File: src/sv/tsup_ram.sv
module tsup_ram #(
  parameter int WIDTH = 8,
  parameter int DEPTH = 16
) (
  input  logic                     clk,
  input  logic                     we,
  input  logic [$clog2(DEPTH)-1:0] waddr,
  input  logic [WIDTH-1:0]         wdata,
  input  logic [$clog2(DEPTH)-1:0] raddr,
  output logic [WIDTH-1:0]         rdata
);

  logic [WIDTH-1:0] mem [DEPTH];

  always_ff @(posedge clk) begin
    if (we) begin
      mem[waddr] <= wdata;
    end
    rdata <= mem[raddr];
  end

endmodule

File: config.mk
export PLATFORM = sky130hd
export DESIGN_NAME = tsup_ram
export DESIGN_NICKNAME = d
export VERILOG_FILES = /design/src/sv/tsup_ram.sv
export SDC_FILE = /design/constraint.sdc
export NUM_CORES = 1
export LEC_CHECK = 0
export BUFFER_PORTS_ARGS = -buffer_cell sky130_fd_sc_hd__buf_4
export CELL_PAD_IN_SITES_DETAIL_PLACEMENT = 1
export CELL_PAD_IN_SITES_GLOBAL_PLACEMENT = 2
export CORE_MARGIN = 2
export CORE_UTILIZATION = 52
export CTS_CLUSTER_SIZE = 20
export DETAILED_ROUTE_END_ITERATION = 8
export PLACE_DENSITY = 0.85
export SLEW_MARGIN = 20
export SYNTH_ARGS = -nofsm -noshare
export SYNTH_HDL_FRONTEND = slang
export SYNTH_SLANG_ARGS = --single-unit
File: constraint.sdc
create_clock -name clk -period 2.9 [get_ports clk]
set_input_delay 0.58 -clock clk [delete_from_list [all_inputs] [get_ports clk]]
set_output_delay 0.58 -clock clk [all_outputs]
set_load 0.01 [all_outputs]
After elaboration in Yosys (flattened, before gate mapping) --
Memories as Yosys holds them, arrays and structs flattened. A register that Yosys moved wholly into a read port is not among the register bits. Index checks and enable logic that the tools add are counted.
Operators by class: multiply operators 0, muxes and demuxes 2, shifts and indexed selects 0, add/subtract/negate cells 0, $lt $le $gt $ge 0, divide/modulo/power cells 0, bitwise logic cells 0, equal/unequal tests 0, reductions and logical operators 0
Operator list (count):
- 1-bit two-way mux | 2
Storage, ports and cells: memories kept 1, word-level logic and storage cells 3, bits in latches 0, output and inout port bits 8, RAM bits 128, register bits after elaboration 0, bits of input ports 18, ROM bits 0
Memory list:
- mem | depth 16, width 8, rd ports 1, clocked after Yosys merged registers in 1, wr ports 1, line 13 | logic [WIDTH-1:0] mem [DEPTH];

Depth between registers and ports, before layout --
Gate-level depths: netlist (run 1).
depth in word-level cells 2, gate-level depth with buffers 5, gate-level depth less buffers 3

Worst setup path after synthesis (run 1) --
Ideal clock, no wire load.
path type in2reg, from in waddr[2], to mem mem[0][0], enable pin, buffers on the path 0, arrival 1.690 ns, stages on the path 2, setup time 0.383 ns, required time 2.517 ns, path slack 0.827 ns, path through or3b_2 -> nor3_1
RTL lines:
- from (decl) | line 7 | input logic [$clog2(DEPTH)-1:0] waddr,
- to (decl) | line 13
Straight into the memory's write port.

==> impl_metrics.env, run 1 <==
export IMPL_status="complete, no violations"
export IMPL_power_density_nw_per_um2=746
export IMPL_worstMarginPinSlew_ns=0.855
export IMPL_ctsHoldBuffers=0
export IMPL_ios=26
export IMPL_syn_avg_cell_area_um2=22.5
export IMPL_yosys_warnings=0
export IMPL_final_cell_mix="128 x edfxtp_1, 39 x buf_4, 18 x mux4_2, 16 x a22oi_1, 16 x clkbuf_16"
export IMPL_cts_tree="done"
export IMPL_drcViolationCount=0
export IMPL_ys_seq_elements=136
export IMPL_end_kind="flip-flop"
export IMPL_whs_path_depth=1
export IMPL_place_congestion=0.782
export IMPL_grt_pass1_wl_um=16200
export IMPL_total_power_mw=4.56
export IMPL_nets=295
export IMPL_maxSlewViolCount=0
export IMPL_hold_class="in -> reg"
export IMPL_clk_latency_ns=0.52
export IMPL_dp_cells=391
export IMPL_portBuffers=25
export IMPL_peakVddDrop_uv=396
export IMPL_dr_pass1_iters=4
export IMPL_diodes=0
export IMPL_ys_seq_area_frac=0.778
export IMPL_root_buffer="clkbuf_8"
export IMPL_areaGrowthSynthToFinish_pct=18.7
export IMPL_rrSetupSlack_ns=1.44
export IMPL_initial_core_util=0.532
export IMPL_viasPerCell=5.81
export IMPL_syn_nets=247
export IMPL_syn_cell_area_um2=5150
export IMPL_synth_cells=229
export IMPL_core_um2=9680
export IMPL_reg2reg_depth=3
export IMPL_hold_start="wdata[7]"
export IMPL_die_area_um2=10700
export IMPL_critPathKind="in -> reg"
export IMPL_rows=36
export IMPL_critPathArrivalTime_ns=2.20
export IMPL_fin_setup_tns_ns=0
export IMPL_cts_sinks=136
export IMPL_post_cts_buffers=0
export IMPL_ant_nets=0
export IMPL_layout_commonest_cell="edfxtp_1"
export IMPL_clockBufferDepth=2
export IMPL_startpoint="raddr[0]"
export IMPL_slew_headroom=0.428
export IMPL_grt_pass1_vias=2653
export IMPL_die_w_um=103
export IMPL_hold_viol_final=0
export IMPL_max_freq_mhz=554
export IMPL_holdWs_ns=0.378
export IMPL_rsz0062_at_grt="no"
export IMPL_drive_gt1_frac=0.300
export IMPL_setup_violations=0
export IMPL_required_ns=3.29
export IMPL_avgRoutedWirePerCell_um=25.7
export IMPL_min_period_ns=1.80
export IMPL_clkTransAtPathRegs_ns=0.06
export IMPL_grt_ovfl_total=0
export IMPL_fin_util=0.631
export IMPL_cp_start_kind="input port"
export IMPL_detail_route_iter0_violations=165
export IMPL_grt_max_degree=33
export IMPL_reg2reg_from="mem[1][5]$_DFFE_PP_"
export IMPL_hpwl_um=6610
export IMPL_yosysUniqueCellTypes=19
export IMPL_htreeDepth=4
export IMPL_die_h_um=103
export IMPL_numCtsBuffers=17
export IMPL_worst_clock_skew_ns=0.0112
export IMPL_antenna_found_initial=0
export IMPL_period_share=0.622
export IMPL_power_leakage_nw=2.08
export IMPL_max_cap_violations=0
export IMPL_whs_endpoint="mem[2][7]$_DFFE_PP_"
export IMPL_cp_max_fo=31
export IMPL_wl_um=10900
export IMPL_grt_usage=0.229
export IMPL_r2r_end="rdata[5]$_DFF_P_"
export IMPL_final_cells=423
export IMPL_post_cts_resized=0
export IMPL_vias=2458
## stage by stage
step           worst slack (ns)  instance area (um2)
2_1_floorplan             0.827                 5150
3_3_place_gp              0.571                 5520
3_5_place_dp              0.574                 5520
4_1_cts                    1.09                 6110
5_1_grt                    1.03                 6110
6_report                   1.10                 6110
## metal layers
metal	vias up	routed length, um	share of wire	track usage
li1	1067	-	-	-
met2	80	5570	0.51	0.362
met4	0	185	0.017	0.111
met1	1299	4560	0.42	0.304
met3	12	550	0.051	0.0538
met5	-	0	0	0
## Yosys cell counts
library cell | number | area, um2
a22oi_1 | 16 | 120
and2_1 | 1 | 6.26
and2b_1 | 1 | 7.51
buf_2 | 3 | 15.0
buf_4 | 1 | 7.51
buf_6 | 3 | 33.8
clkdlybuf4s25_2 | 3 | 30.0
dfxtp_1 | 8 | 160
edfxtp_1 | 128 | 3840
mux4_1 | 14 | 368
mux4_2 | 18 | 405
nand2_1 | 9 | 33.8
nand2b_1 | 2 | 12.5
nand3_1 | 1 | 5.00
nand3b_1 | 2 | 15.0
nor2_1 | 13 | 48.8
nor2b_1 | 1 | 6.26
nor3_1 | 4 | 20.0
or3b_2 | 1 | 8.76
## sequential cells by signal (all words and copies together), names as in the netlist
register	flops
rdata	8
mem	128
## worst max-delay path by stage
stage / endpoint / cells after the start
2_1_floorplan: mem[0][0]$_DFFE_PP_ / 2
3_3_place_gp: rdata[0]$_DFF_P_ / 5
3_5_place_dp: rdata[0]$_DFF_P_ / 5
4_1_cts: rdata[0]$_DFF_P_ / 5
5_1_grt: rdata[0]$_DFF_P_ / 5
6_report: rdata[0]$_DFF_P_ / 5
## critical path: stages
cell and delay [ns]:
buf_4 0.47, buf_4 0.23, mux4_2 0.49, a22oi_1 0.33
nand2_1 0.09
## cell type report
| cell class | count | area, um2 |
|---|---|---|
| multi-input combinational | 83 | 1060 |
| clock inverter | 9 | 123 |
| timing repair buffer | 39 | 293 |
| clock buffer | 23 | 467 |
| fill | 805 | 3570 |
| tap | 133 | 166 |
| sequential | 136 | 4000 |
## cells by family after synthesis
kind of cell / Yosys count / synth area share
simple gates: 35 / 0.0318
compound gates: 16 / 0.0233
mux: 32 / 0.150
flops: 136 / 0.778
buf+inv: 10 / 0.0168
## power by group
group | total [mW] | switching [mW] | internal, mW
logic | 0.218 | 0.123 | 0.0958
registers | 2.21 | 0.0159 | 2.20
clock network | 2.13 | 0.755 | 1.37
(Power assumes the default switching activity.)
==> inputs of run 2 (changes only) <==
CORE_UTILIZATION = 43   (was 52)
PLACE_DENSITY = 0.75   (was 0.85)
clock period = 1.58 ns   (was 2.9 ns; I/O delays follow)
==> impl_metrics.env, run 2 (same netlist as run 1, synthesis figures left out) <==
export IMPL_ctsHoldBuffers=0
export IMPL_portBuffers=25
export IMPL_final_cells=446
export IMPL_fin_setup_tns_ns=0
export IMPL_switching_share=0.195
export IMPL_diodes=0
export IMPL_post_cts_resized=0
export IMPL_max_freq_mhz=719
export IMPL_place_area_um2=5690
export IMPL_met3_length_um=377
export IMPL_rsz0062_at_grt="no"
export IMPL_areaGrowthSynthToFinish_pct=21.8
export IMPL_intPower_mw=6.74
export IMPL_p_seq_frac=0.485
export IMPL_clk_latency_ns=0.41
export IMPL_maxSlewViolCount=0
export IMPL_comb_power_share=0.051
export IMPL_slew_headroom=0.473
export IMPL_regMostFlops="mem"
export IMPL_root_buffer="clkbuf_16"
export IMPL_worstMarginPinSlew_ns=0.787
export IMPL_grt_ovfl_total=0
export IMPL_die_w_um=113
export IMPL_clockBufferDepth=2
export IMPL_place_congestion=0.797
export IMPL_pre_cts_ws_ns=-0.144
export IMPL_period_share=0.881
export IMPL_wl_um=10400
export IMPL_min_period_ns=1.39
export IMPL_final_cell_mix="128 x edfxtp_1, 48 x buf_4, 18 x mux4_2, 17 x clkbuf_16, 16 x a22oi_1"
export IMPL_total_power_mw=8.37
export IMPL_stdcell_area_um2=6270
export IMPL_htreeDepth=4
export IMPL_peakVddDrop_uv=732
export IMPL_critPathKind="reg -> reg"
export IMPL_cp_max_fo=1
export IMPL_largest_register_ffs=128
export IMPL_core_um2=11600
export IMPL_wl_met1_um=4650
export IMPL_worst_clock_skew_ns=0.00606
export IMPL_cp_start_kind="flip-flop"
export IMPL_critPathArrivalTime_ns=1.68
export IMPL_fin_util=0.542
export IMPL_layout_commonest_cell="edfxtp_1"
export IMPL_vias=2538
export IMPL_grt_pass1_vias=2716
export IMPL_drcViolationCount=0
export IMPL_drive_gt1_frac=0.330
export IMPL_top_layer="met4"
export IMPL_grt_usage=0.182
export IMPL_nets=308
export IMPL_reg_largest_list="mem: 128 flops, rdata: 8 flops"
export IMPL_clkPwrFrac=0.464
export IMPL_power_density_nw_per_um2=1340
export IMPL_viasPerCell=5.69
export IMPL_end_kind="flip-flop"
export IMPL_avgRoutedWirePerCell_um=23.4
export IMPL_rows=39
export IMPL_hold_class="in -> reg"
export IMPL_power_leakage_nw=2.16
export IMPL_post_cts_buffers=0
export IMPL_die_area_um2=12900
export IMPL_required_ns=1.86
export IMPL_status="complete, no violations"
export IMPL_dp_cells=414
export IMPL_hold_viol_final=0
export IMPL_setup_violations=0
export IMPL_grt_pass1_wl_um=16300
export IMPL_die_h_um=113
export IMPL_grt_max_degree=17
export IMPL_ant_nets=0
export IMPL_wl_met2_um=5160
export IMPL_fillCellCount=1022
export IMPL_dr_pass1_iters=4
export IMPL_holdWs_ns=0.219
export IMPL_clkTransAtPathRegs_ns=0.06
export IMPL_cts_tree="done"
export IMPL_seqCellArea_um2=4000
export IMPL_detail_route_iter0_violations=133
export IMPL_hpwl_um=7060
export IMPL_initial_core_util=0.445
export IMPL_numCtsBuffers=17
export IMPL_worst_slack_ns=0.189
export IMPL_multi_input_area_um2=1060
export IMPL_max_cap_violations=0
export IMPL_ios=26
export IMPL_antenna_found_initial=0
export IMPL_cts_sinks=136
export IMPL_p_sw_mw=1.63
-- run 2: cell types whose count changed in the layout (fill, tap and decap cells not counted) --
cell and change:
clkinv_2 +1, buf_12 +4, nor3_2 +1, clkbuf_16 +1
buf_4 +9, clkbuf_8 -3, nor3_1 -1, clkbuf_1 +1
-- run 2: path summary, 6_finish.rpt --
| kind | cells after the start | slack [ns] | endpoint | startpoint |
|---|---|---|---|---|
| setup reg to reg | 3 | 0.19 | rdata[1]$_DFF_P_ | mem[1][1]$_DFFE_PP_ |
| setup / recovery | 3 | 0.19 | rdata[1]$_DFF_P_ | mem[1][1]$_DFFE_PP_ |
| hold / removal | 1 | 0.22 | mem[8][3]$_DFFE_PP_ | wdata[3] |
| hold reg to reg | 3 | 0.67 | rdata[4]$_DFF_P_ | mem[12][4]$_DFFE_PP_ |
-- run 2: layer usage --
layer | track usage | up-vias
met5 | 0 | -
met4 | 0.0943 | 0
met3 | 0.0452 | 18
met2 | 0.285 | 63
met1 | 0.239 | 1362
li1 | - | 1095
-- run 2: cell type report --
| cell class | count | area share |
|---|---|---|
| Clock buffer | 22 | 0.0725 |
| Multi-Input combinational cell | 83 | 0.169 |
| Timing Repair Buffer | 52 | 0.0703 |
| Sequential cell | 136 | 0.639 |
| Tap cell | 143 | 0.0285 |
| Clock inverter | 10 | 0.0204 |
-- run 2: critical path: stages (launching register included) --
cell	delay (ns)
edfxtp_1	0.40
mux4_1	0.52
a22oi_1	0.24
nand2_1	0.11
-- run 2: power groups by stage --
stage                     clock, mW  combinational, mW  sequential [mW]
after floorplan                   0              0.205             4.14
after global placement            0              0.418             4.13
after detailed placement          0              0.432             4.14
after CTS                      3.95              0.434             4.07
after global routing           4.10              0.462             4.07
final                          3.88              0.426             4.06
==> inputs of run 3 (changes only) <==
ABC_CLOCK_PERIOD_IN_PS = 1580   (was default)
PLACE_DENSITY = 0.77   (was 0.75)
==> impl_metrics.env, run 3 (same netlist as run 1, synthesis figures left out) <==
export IMPL_power_leakage_nw=2.12
export IMPL_whs_endpoint="mem[9][3]$_DFFE_PP_"
export IMPL_vias=2467
export IMPL_rsz0062_at_grt="no"
export IMPL_peakVddDrop_uv=741
export IMPL_rrSetupSlack_ns=0.17
export IMPL_intPower_mw=6.53
export IMPL_areaGrowthSynthToFinish_pct=21.3
export IMPL_required_ns=1.87
export IMPL_place_congestion=0.720
export IMPL_die_area_um2=12900
export IMPL_final_cell_mix="128 x edfxtp_1, 42 x buf_4, 18 x mux4_2, 17 x clkbuf_16, 16 x a22oi_1"
export IMPL_portBuffers=25
export IMPL_period_share=0.891
export IMPL_critPathKind="reg -> reg"
export IMPL_cp_start_kind="flip-flop"
export IMPL_worstMarginPinSlew_ns=0.738
export IMPL_reg2reg_depth=3
export IMPL_grt_ovfl_total=0
export IMPL_comb_power_share=0.052
export IMPL_nets=304
export IMPL_cp_max_fo=1
export IMPL_root_buffer="clkbuf_16"
export IMPL_largest_register_ffs=128
export IMPL_fin_util=0.540
export IMPL_numCtsBuffers=17
export IMPL_ios=26
export IMPL_worst_slack_ns=0.172
export IMPL_total_power_mw=8.23
export IMPL_reg_largest_list="mem: 128 flops, rdata: 8 flops"
export IMPL_cts_sinks=136
export IMPL_grt_pass1_vias=2674
export IMPL_setup_violations=0
export IMPL_ant_nets=0
export IMPL_initial_core_util=0.445
export IMPL_post_cts_resized=0
export IMPL_die_w_um=113
export IMPL_diodes=0
export IMPL_cts_tree="done"
export IMPL_max_cap_violations=0
export IMPL_end_kind="flip-flop"
export IMPL_r2r_end="rdata[4]$_DFF_P_"
export IMPL_multi_input_area_um2=1060
export IMPL_p_seq_frac=0.494
export IMPL_hold_class="in -> reg"
export IMPL_min_period_ns=1.41
export IMPL_drive_gt1_frac=0.321
export IMPL_clockBufferDepth=2
export IMPL_holdWs_ns=0.207
export IMPL_drcViolationCount=0
export IMPL_layout_commonest_cell="edfxtp_1"
export IMPL_regMostFlops="mem"
export IMPL_wl_um=10900
export IMPL_p_sw_mw=1.70
export IMPL_worst_clock_skew_ns=0.00859
export IMPL_clkPwrFrac=0.454
export IMPL_htreeDepth=4
export IMPL_critPathArrivalTime_ns=1.69
export IMPL_grt_pass1_wl_um=16900
export IMPL_rows=39
export IMPL_pre_cts_ws_ns=-0.157
export IMPL_grt_max_degree=17
export IMPL_hold_start="wdata[3]"
export IMPL_switching_share=0.207
export IMPL_clkTransAtPathRegs_ns=0.06
export IMPL_detail_route_iter0_violations=171
export IMPL_dr_pass1_iters=4
export IMPL_max_freq_mhz=710
export IMPL_hold_viol_final=0
export IMPL_die_h_um=113
export IMPL_maxSlewViolCount=0
export IMPL_ctsHoldBuffers=0
export IMPL_reg2reg_from="mem[10][4]$_DFFE_PP_"
export IMPL_status="complete, no violations"
export IMPL_fillCellCount=1015
export IMPL_seqCellArea_um2=4000
export IMPL_hpwl_um=6990
export IMPL_viasPerCell=5.58
export IMPL_core_um2=11600
export IMPL_slew_headroom=0.506
export IMPL_antenna_found_initial=0
export IMPL_clk_latency_ns=0.42
export IMPL_whs_path_depth=1
export IMPL_post_cts_buffers=0
export IMPL_avgRoutedWirePerCell_um=24.7
export IMPL_power_density_nw_per_um2=1320
export IMPL_grt_usage=0.187
-- run 3: how the worst max path moves through the flow --
stage,start,endpoint,depth (start not counted)
6_report,mem[10][4]$_DFFE_PP_,rdata[4]$_DFF_P_,3
3_3_place_gp,raddr[0],rdata[4]$_DFF_P_,5
5_1_grt,mem[10][4]$_DFFE_PP_,rdata[4]$_DFF_P_,3
2_1_floorplan,waddr[2],mem[3][0]$_DFFE_PP_,2
4_1_cts,mem[10][4]$_DFFE_PP_,rdata[4]$_DFF_P_,3
3_5_place_dp,raddr[0],rdata[4]$_DFF_P_,5
-- run 3: worst max-delay path, stage by stage, from the launching register on --
cell and delay (ns):
edfxtp_1 0.39, mux4_1 0.50, a22oi_1 0.28, nand2_1 0.10
-- run 3: metal layers --
layer | wire length, um | vias to the layer above | part of all wire | GRT usage
li1 | - | 1090 | - | -
met1 | 4560 | 1310 | 0.42 | 0.241
met2 | 5790 | 60 | 0.53 | 0.310
met3 | 452 | 7 | 0.041 | 0.0468
met4 | 129 | 0 | 0.012 | 0.0740
met5 | 0 | - | 0 | 0
-- run 3: per-stage QoR --
step | cells | setup TNS [ns] | instance area (um2)
after floorplan | 229 | -0.0513 | 5150
after global placement | 410 | -0.383 | 5680
after detailed placement | 410 | -0.646 | 5680
after CTS | 442 | 0 | 6240
after global routing | 442 | 0 | 6240
final | 442 | 0 | 6240
-- run 3: cell type report --
cell class	count	share of cell area
multi-input combinational	83	0.170
clock buffer	17	0.0681
tap	143	0.0287
clock inverter	15	0.0218
timing repair buffer	48	0.0698
sequential	136	0.641
-- run 3: power by group through the flow --
stage          combinational [mW]  clock, mW  sequential (mW)
5_1_grt                     0.470       3.92             4.07
6_report                    0.432       3.73             4.07
2_1_floorplan               0.205          0             4.14
3_3_place_gp                0.423          0             4.14
4_1_cts                     0.441       3.78             4.07
3_5_place_dp                0.438          0             4.14
